==> src/rtl/gcd_lcm_unit_defines.svh <==
// assertion macros shared by the gcd/lcm unit
`ifndef GCD_LCM_UNIT_DEFINES_SVH
`define GCD_LCM_UNIT_DEFINES_SVH

`ifndef ASSERT_OFF
// check on every clock edge outside reset
`define GLU_ASSERT(label, clk, rst, prop, msg) \
   label: assert property (@(posedge clk) disable iff (rst) prop) else $error(msg);
// check on every clock edge, reset included
`define GLU_ASSERT_ALWAYS(label, clk, prop, msg) \
   label: assert property (@(posedge clk) prop) else $error(msg);
`else
`define GLU_ASSERT(label, clk, rst, prop, msg)
`define GLU_ASSERT_ALWAYS(label, clk, prop, msg)
`endif

`endif

==> src/rtl/glu_pkg.sv <==
`timescale 1ns / 1ps

package glu_pkg;

   // operand width used inside the unit, field widths on the ports
   localparam int OPERAND_BITS  = 16;
   localparam int FIELD_BITS    = 16;
   localparam int DIVISOR_BITS  = 16;
   localparam int MULTIPLE_BITS = 32;
   // product register, at least as wide as the multiple field
   localparam int PROD_BITS = (2 * OPERAND_BITS > MULTIPLE_BITS) ?
                              2 * OPERAND_BITS : MULTIPLE_BITS;
   localparam int CNT_BITS  = $clog2(OPERAND_BITS);

   typedef struct packed {
      logic [FIELD_BITS-1:0] operand_a;
      logic [FIELD_BITS-1:0] operand_b;
   } req_type;

   typedef struct packed {
      logic [DIVISOR_BITS-1:0]  divisor;
      logic [MULTIPLE_BITS-1:0] multiple;
   } rsp_type;

   typedef enum logic [2:0] {
      ST_IDLE,
      ST_REM,
      ST_EVAL,
      ST_QUO,
      ST_MUL_LOAD,
      ST_MUL,
      ST_FINAL,
      ST_DONE
   } state_type;

   typedef enum logic [2:0] {
      ALU_HOLD,
      ALU_LOAD_DIV,
      ALU_STEP_DIV,
      ALU_LOAD_MUL,
      ALU_STEP_MUL
   } alu_op_type;

   // command from the sequencer to the arithmetic unit
   typedef struct packed {
      alu_op_type              op;
      logic [OPERAND_BITS-1:0] lhs;
      logic [OPERAND_BITS-1:0] rhs;
   } alu_cmd_type;

   // register contents of the arithmetic unit
   typedef struct packed {
      logic [OPERAND_BITS-1:0] quotient;
      logic [OPERAND_BITS-1:0] remainder;
      logic [PROD_BITS-1:0]    product;
   } alu_res_type;

   // clamp the product to the multiple field
   function automatic logic [MULTIPLE_BITS-1:0] sat_multiple(input logic [PROD_BITS-1:0] p);
      logic [PROD_BITS-1:0] high;
      high = p >> MULTIPLE_BITS;
      if (high != '0) begin
         return '1;
      end
      return MULTIPLE_BITS'(p);
   endfunction

endpackage

==> src/rtl/glu_alu.sv <==
`timescale 1ns / 1ps
`include "gcd_lcm_unit_defines.svh"

module glu_alu (
   input  logic                 clock,
   input  glu_pkg::alu_cmd_type cmd,
   output glu_pkg::alu_res_type res
);
   import glu_pkg::*;

   localparam int OB = OPERAND_BITS;
   localparam int PW = PROD_BITS;

   logic [OB-1:0] rem_ff, rem_in;
   logic [OB-1:0] quo_ff, quo_in;
   logic [OB-1:0] den_ff, den_in;
   logic [OB-1:0] mplier_ff, mplier_in;
   logic [PW-1:0] mcand_ff, mcand_in;
   logic [PW-1:0] prod_ff, prod_in;

   logic [OB:0]   partial;
   logic [PW-1:0] add_x;
   logic [PW-1:0] add_y;
   logic          carry_in;
   logic [PW:0]   sum;

   // shared adder: trial subtract for division, accumulate for multiply
   always_comb begin
      partial  = {rem_ff, quo_ff[OB-1]};
      add_x    = prod_ff;
      add_y    = mplier_ff[0] ? mcand_ff : '0;
      carry_in = 1'b0;
      if (cmd.op == ALU_STEP_DIV) begin
         add_x    = PW'(partial);
         add_y    = ~PW'(den_ff);
         carry_in = 1'b1;
      end
      sum = {1'b0, add_x} + {1'b0, add_y} + (PW + 1)'(carry_in);
   end

   // one restoring-division bit or one multiply bit per cycle
   always_comb begin
      rem_in    = rem_ff;
      quo_in    = quo_ff;
      den_in    = den_ff;
      mplier_in = mplier_ff;
      mcand_in  = mcand_ff;
      prod_in   = prod_ff;
      case (cmd.op)
         ALU_LOAD_DIV: begin
            rem_in = '0;
            quo_in = cmd.lhs;
            den_in = cmd.rhs;
         end
         ALU_STEP_DIV: begin
            // carry out set means no borrow: partial remainder covers divisor
            if (sum[PW]) begin
               rem_in = sum[OB-1:0];
               quo_in = {quo_ff[OB-2:0], 1'b1};
            end else begin
               rem_in = partial[OB-1:0];
               quo_in = {quo_ff[OB-2:0], 1'b0};
            end
         end
         ALU_LOAD_MUL: begin
            mcand_in  = PW'(cmd.lhs);
            mplier_in = cmd.rhs;
            prod_in   = '0;
         end
         ALU_STEP_MUL: begin
            prod_in   = sum[PW-1:0];
            mcand_in  = mcand_ff << 1;
            mplier_in = mplier_ff >> 1;
         end
         default: begin
         end
      endcase
   end

   always_ff @(posedge clock) begin
      rem_ff    <= rem_in;
      quo_ff    <= quo_in;
      den_ff    <= den_in;
      mplier_ff <= mplier_in;
      mcand_ff  <= mcand_in;
      prod_ff   <= prod_in;
   end

   assign res.quotient  = quo_ff;
   assign res.remainder = rem_ff;
   assign res.product   = prod_ff;

   `GLU_ASSERT_ALWAYS(a_mul_load_clears, clock, (cmd.op == ALU_LOAD_MUL) |=> (res.product == '0), "product not cleared on multiply load")
   `GLU_ASSERT_ALWAYS(a_div_rem_below_den, clock, (cmd.op == ALU_STEP_DIV && den_ff != '0) |=> (rem_ff < den_ff), "partial remainder not below divisor")

endmodule

==> src/rtl/glu_ctrl.sv <==
`timescale 1ns / 1ps
`include "gcd_lcm_unit_defines.svh"

module glu_ctrl (
   input  logic                 clock,
   input  logic                 reset,
   input  logic                 req_valid,
   output logic                 req_ready,
   input  glu_pkg::req_type     req_data,
   output logic                 rsp_valid,
   input  logic                 rsp_ready,
   output glu_pkg::rsp_type     rsp_data,
   output glu_pkg::alu_cmd_type cmd,
   input  glu_pkg::alu_res_type res
);
   import glu_pkg::*;

   localparam int OB = OPERAND_BITS;

   state_type               state_ff, state_in;
   logic [CNT_BITS-1:0]     cnt_ff, cnt_in;
   logic [OB-1:0]           a_ff, a_in;
   logic [OB-1:0]           b_ff, b_in;
   logic [OB-1:0]           small_ff, small_in;
   logic [OB-1:0]           gcd_ff, gcd_in;
   logic [MULTIPLE_BITS-1:0] mult_ff, mult_in;

   logic [OB-1:0] op_a;
   logic [OB-1:0] op_b;
   logic [OB-1:0] big;
   logic [OB-1:0] lesser;

   // operands at the unit width, ordered for the first remainder
   always_comb begin
      op_a   = OB'(req_data.operand_a);
      op_b   = OB'(req_data.operand_b);
      big    = (op_b > op_a) ? op_b : op_a;
      lesser = (op_b > op_a) ? op_a : op_b;
   end

   always_ff @(posedge clock) begin
      if (reset) begin
         state_ff <= ST_IDLE;
         cnt_ff   <= '0;
      end else begin
         state_ff <= state_in;
         cnt_ff   <= cnt_in;
      end
   end

   always_ff @(posedge clock) begin
      a_ff     <= a_in;
      b_ff     <= b_in;
      small_ff <= small_in;
      gcd_ff   <= gcd_in;
      mult_ff  <= mult_in;
   end

   // sequencer: euclid remainders, then a/gcd, then (a/gcd)*b; a zero operand goes straight to done
   always_comb begin
      state_in  = state_ff;
      cnt_in    = cnt_ff;
      a_in      = a_ff;
      b_in      = b_ff;
      small_in  = small_ff;
      gcd_in    = gcd_ff;
      mult_in   = mult_ff;
      cmd.op    = ALU_HOLD;
      cmd.lhs   = '0;
      cmd.rhs   = '0;
      req_ready = 1'b0;
      rsp_valid = 1'b0;
      case (state_ff)
         ST_IDLE: begin
            req_ready = 1'b1;
            if (req_valid) begin
               a_in = op_a;
               b_in = op_b;
               if (lesser == '0) begin
                  // an operand is zero: divisor is the other, multiple zero
                  gcd_in   = big;
                  mult_in  = '0;
                  state_in = ST_DONE;
               end else begin
                  cmd.op   = ALU_LOAD_DIV;
                  cmd.lhs  = big;
                  cmd.rhs  = lesser;
                  small_in = lesser;
                  cnt_in   = CNT_BITS'(OB - 1);
                  state_in = ST_REM;
               end
            end
         end
         ST_REM: begin
            cmd.op = ALU_STEP_DIV;
            cnt_in = cnt_ff - 1'b1;
            if (cnt_ff == '0) begin
               state_in = ST_EVAL;
            end
         end
         ST_EVAL: begin
            if (res.remainder == '0) begin
               // last divisor is the gcd; start a / gcd
               gcd_in   = small_ff;
               cmd.op   = ALU_LOAD_DIV;
               cmd.lhs  = a_ff;
               cmd.rhs  = small_ff;
               state_in = ST_QUO;
            end else begin
               cmd.op   = ALU_LOAD_DIV;
               cmd.lhs  = small_ff;
               cmd.rhs  = res.remainder;
               small_in = res.remainder;
               state_in = ST_REM;
            end
            cnt_in = CNT_BITS'(OB - 1);
         end
         ST_QUO: begin
            cmd.op = ALU_STEP_DIV;
            cnt_in = cnt_ff - 1'b1;
            if (cnt_ff == '0) begin
               state_in = ST_MUL_LOAD;
            end
         end
         ST_MUL_LOAD: begin
            cmd.op   = ALU_LOAD_MUL;
            cmd.lhs  = res.quotient;
            cmd.rhs  = b_ff;
            cnt_in   = CNT_BITS'(OB - 1);
            state_in = ST_MUL;
         end
         ST_MUL: begin
            cmd.op = ALU_STEP_MUL;
            cnt_in = cnt_ff - 1'b1;
            if (cnt_ff == '0) begin
               state_in = ST_FINAL;
            end
         end
         ST_FINAL: begin
            mult_in  = sat_multiple(res.product);
            state_in = ST_DONE;
         end
         ST_DONE: begin
            rsp_valid = 1'b1;
            if (rsp_ready) begin
               state_in = ST_IDLE;
            end
         end
         default: begin
            state_in = ST_IDLE;
         end
      endcase
   end

   assign rsp_data.divisor  = DIVISOR_BITS'(gcd_ff);
   assign rsp_data.multiple = mult_ff;

   `GLU_ASSERT(a_one_item_at_a_time, clock, reset,
      !(req_ready && rsp_valid),
      "input taken while a result is pending")
   `GLU_ASSERT(a_ready_after_rsp, clock, reset,
      (rsp_valid && rsp_ready) |=> req_ready,
      "not ready after result transfer")
   `GLU_ASSERT(a_zero_operand_fast, clock, reset,
      (req_valid && req_ready && (op_a == '0 || op_b == '0)) |=>
         (rsp_valid && rsp_data.multiple == '0),
      "zero operand result wrong or late")
   `GLU_ASSERT(a_zero_gcd_zero_lcm, clock, reset,
      (rsp_valid && gcd_ff == '0) |-> (mult_ff == '0),
      "zero divisor with nonzero multiple")

endmodule

==> src/rtl/gcd_lcm_unit.sv <==
`timescale 1ns / 1ps
// an operand of zero: the result is valid in the cycle after the input transfer;
//   otherwise one bit-serial division per euclid remainder step (at most 22 at 16 bits),
//   then the a/gcd division and the multiply, in the bit-serial unit, one bit per cycle
// throughput: one item at a time; the next input is taken the cycle after a result transfer
// reset: synchronous, active high, returns the sequencer to idle; no clearing pass

module gcd_lcm_unit (
   input  logic             clock,
   input  logic             reset,
   input  logic             req_valid,
   output logic             req_ready,
   input  glu_pkg::req_type req_data,
   output logic             rsp_valid,
   input  logic             rsp_ready,
   output glu_pkg::rsp_type rsp_data
);
   import glu_pkg::*;

   alu_cmd_type alu_cmd;
   alu_res_type alu_res;

   // sequencer and output register
   glu_ctrl u_ctrl (
      .clock     (clock),
      .reset     (reset),
      .req_valid (req_valid),
      .req_ready (req_ready),
      .req_data  (req_data),
      .rsp_valid (rsp_valid),
      .rsp_ready (rsp_ready),
      .rsp_data  (rsp_data),
      .cmd       (alu_cmd),
      .res       (alu_res)
   );

   // shared shift/add/subtract unit
   glu_alu u_alu (
      .clock (clock),
      .cmd   (alu_cmd),
      .res   (alu_res)
   );

endmodule

==> config.mk <==
export PLATFORM = sky130hd
export DESIGN_NAME = gcd_lcm_unit
export DESIGN_NICKNAME = d
export VERILOG_FILES = /design/src/rtl/glu_pkg.sv /design/src/rtl/glu_alu.sv /design/src/rtl/glu_ctrl.sv /design/src/rtl/gcd_lcm_unit.sv
export VERILOG_INCLUDE_DIRS = /design/src /design/src/rtl
export SDC_FILE = /design/constraint.sdc
export NUM_CORES = 1
export LEC_CHECK = 0
export BUFFER_PORTS_ARGS = -buffer_cell sky130_fd_sc_hd__buf_2
export CORE_ASPECT_RATIO = 1.1
export CORE_MARGIN = 5
export CORE_UTILIZATION = 40
export DETAILED_ROUTE_END_ITERATION = 10
export GPL_ROUTABILITY_DRIVEN = 0
export GPL_TIMING_DRIVEN = 0
export HOLD_SLACK_MARGIN = 0.02
export SYNTH_ARGS = -nofsm -noshare
export SYNTH_HDL_FRONTEND = slang
export SYNTH_HIERARCHICAL = 1
export SYNTH_SLANG_ARGS = --single-unit
==> constraint.sdc <==
create_clock -name clock -period 10.9 [get_ports clock]
set_clock_uncertainty 0.15 [all_clocks]
set_input_delay 0.545 -clock clock [delete_from_list [all_inputs] [get_ports clock]]
set_output_delay 0.545 -clock clock [all_outputs]
set_load 0.005 [all_outputs]
==> results.py <==
metrics = {
    "status": {
        "status": "completed",
    },
    "sta": {
        "finalSetupViolations": 0,
        "worst_slew_pin_slew_ns": 0.937,
        "hold_ws_ns": 0.0743,
        "rsz0062_at_grt": "false",
        "final_hold_viol_count": 0,
        "period_needed_ns": 7.35,
        "fmax_mhz": 136,
        "finalCritPeriodShare_pct": 67.4,
        "slew_headroom_pct": 37.5,
        "maxSlewViolCount": 0,
        "setup_slack_ns": 3.55,
    },
    "setup_path": {
        "ff2ff_setup_slack_ns": 3.72,
        "critical_path.max_fanout": 10,
        "crit_type": "in2reg",
        "slowest_delay_ns": 0.75,
        "critPathLaunchType": "primary input",
        "r2r_cells": 22,
        "r2r_start": "u_ctrl/state_ff[0]",
        "crit_top_cell": "a21oi_1",
        "r2r_end": "u_alu/prod_ff[30]",
        "arrival_ns": 7.58,
        "worst_path_max_delay_cell": "o311ai_2",
        "end_kind": "register",
        "crit_required_ns": 11.13,
    },
    "drt": {
        "drc": 0,
        "dr.pass1.iters": 6,
        "routedWlPerCell_microns": 19.7,
        "num_vias": 9781,
        "ant_nets": 0,
        "routed_wirelength_mm": 34.9,
        "first_iter_violations": 793,
        "viasPerCell": 5.54,
    },
    "clock_tree": {
        "cts_tree": "yes",
        "clk_latency_ns": 0.53,
        "post_cts_buffers": 0,
        "cts_max_level": 1,
        "cts_inserted_buffers": 25,
        "hold_buffers": 0,
        "path_clk_slew_ns": 0.06,
        "clock_path_buffers": 3,
        "ctsResizeCount": 0,
        "clockRootBuffer": "clkbuf_16",
        "cts_sinks": 231,
    },
    "hold_path": {
        "hold_path_class": "in2reg",
        "hold_path_end": "u_ctrl/state_ff[2]",
        "worst_hold_startpoint": "rsp_ready",
        "worstHoldPathCells": 2,
    },
    "place": {
        "placed_cell_area_sq_mm": 0.0140,
        "place_ws_ns": 2.98,
        "io_buffers": 85,
        "dpl.hpwl_mm": 26.8,
        "dp_cells": 1722,
    },
    "grt": {
        "grtUsageTotal_pct": 19.0,
        "grtUsageMet3_pct": 2.76,
        "grt.busiest_layer": "met2",
        "grt_overflow_total": 0,
        "grt_pass1_wl_mm": 54.5,
        "grt_use_met2_pct": 30.8,
        "grt_max_degree": 35,
        "grt_antenna_before_repair": 1,
        "first_global_vias": 9597,
        "use_met1_pct": 26.0,
    },
    "floorplanning": {
        "die_area_sq_mm": 0.0359,
        "start_util_pct": 40.2,
        "die_width_microns": 181,
        "dieHeight_microns": 198,
        "core_sq_mm": 0.0320,
        "rows": 69,
        "io_pins": 86,
    },
    "power_and_ir_drop": {
        "powerDensity_mw_per_mm2": 184,
        "irDropWorstVdd_uv": 101,
        "pwr-share-seq_pct": 43.3,
        "power_leakage_nw": 5.77,
        "p_int_mw": 1.84,
        "sw_frac_of_total_pct": 32.4,
        "p_sw_uw": 880,
        "p_comb_share_pct": 26.3,
        "clockPowerShare_pct": 30.4,
    },
    "final_layout": {
        "instances_no_fill": 1767,
        "final_cell_area_sq_mm": 0.0148,
        "finalNetCount": 1409,
        "fin_util_pct": 46.1,
        "layout-drive-gt1-share_pct": 14.8,
        "areaGrowthSynthToFinish_pct": 14.7,
        "diodes": 0,
        "top_regs": "u_alu/mcand_ff x32, u_alu/prod_ff x32, u_ctrl/mult_ff x32",
        "fillCellCount": 3027,
    },
    "logic_synthesis": {
        "syn_avg_cell_area_sq_um": 10.7,
        "synth_area_leaders": "edfxtp_1, nand2_1, ha_1",
        "synth_cells": 1206,
        "synthTopCellsByCount": "edfxtp_1, nand2_1, a21oi_1, nor2_1, mux2i_1",
        "synth_ff_type": "edfxtp_1",
        "synth_top_cell_by_area": "edfxtp_1",
        "synth-async-reset-ratio_pct": 0,
        "syn_nets": 1292,
        "synth_most_common_cell": "edfxtp_1",
        "ys_seq_elements": 231,
        "ys_types": 67,
        "synth_area_sq_mm": 0.0129,
        "synth_edf_count": 224,
        "synth_top_area_share_pct": 52.2,
        "ys_seq_area_share_pct": 53.3,
        "ys.warnings.count": 6,
    },
    "flow_run": {
        "maxCapViolations": 0,
    },
}
## worst max-delay path by stage
stage,depth (start not counted),slack (ns),startpoint,endpoint
6_report,25,3.55,req_data[22],u_alu/prod_ff[30]
3_5_place_dp,25,2.98,req_data[22],u_alu/prod_ff[30]
4_1_cts,25,3.51,req_data[22],u_alu/prod_ff[30]
3_3_place_gp,12,-1.64,req_data[22],u_alu/prod_ff[5]
2_1_floorplan,10,2.08,req_data[31],u_alu/mcand_ff[0]
5_1_grt,25,3.10,req_data[22],u_alu/prod_ff[30]
## power groups by stage
stage                     clock, mW  sequential (mW)  combinational [mW]
after floorplan                   0             1.17               0.507
after global placement            0             1.21               0.678
after detailed placement          0             1.19               0.706
after CTS                     0.846             1.18               0.709
after global routing          0.883             1.19               0.787
final                         0.827             1.18               0.716
## kinds of logic (layout without fill, tap and decap cells)
kind of cell,after synthesis,after routing,share of synthesized area [%]
AOI/OAI and AO/OA,261,261,13.7
adders and majority gates,50,50,4.97
xor gates and xnor gates,26,26,1.77
muxes,84,84,6.83
buffers and inverters,100,235,3.29
DFF,231,231,53.3
and+or+nand+nor,454,454,16.1
## cells in the final DEF, fill, tap and decap left out, types with 3 or more instances in the layout
cell type	n
o221ai_1	32
nand2_1	196
ha_1	48
clkbuf_16	25
o211ai_1	5
nor3_1	15
inv_1	33
and2_1	50
mux2_2	31
clkinv_2	5
mux2i_1	53
clkinvlp_4	4
o21bai_1	5
buf_1	7
nor2b_1	6
nand4_1	17
a211oi_1	5
xnor2_1	13
o31ai_1	12
or2_2	3
o21ai_0	38
a21o_1	17
clkbuf_1	48
nand2b_1	11
o21a_1	4
nand3_1	25
buf_2	91
xor2_1	13
buf_4	4
nor4_1	13
a21oi_1	97
a41o_1	8
edfxtp_1	224
clkinv_1	4
dfxtp_1	7
nor2_1	91
and3_1	20
a31oi_1	3
## worst max-delay path: cells and delay by family
kind            cells  cell delay [ns]
simple gates        5             1.10
fa+ha+maj           3             1.20
mux                 2             0.43
buf+inv             5             1.53
compound gates     10             2.73
## area by class of cell
class	count	area [sq um]	area share [%]
clock inverters	18	156	1.06
flip-flops and latches	231	6870	46.5
well taps	426	533	3.61
inverters	33	124	0.838
clock buffers	27	633	4.28
multi-input cells	875	5630	38.1
repair buffers	90	536	3.62
plain buffers	67	300	2.03
## per-stage QoR
step	total power [mW]	setup TNS, ns
CTS	2.73	0
global route	2.86	0
floorplan	1.68	0
finish	2.72	0
global placement	1.89	-130.67
detailed placement	1.90	0
## per-layer routing
metal	vias up	part of all wire [%]	wire length [microns]
li1	4702	-	-
met4	0	3.9	1380
met5	-	0	0
met2	358	46	15900
met3	78	6.3	2210
met1	4643	44	15400
Note: power is estimated with default switching activity, not from simulation.
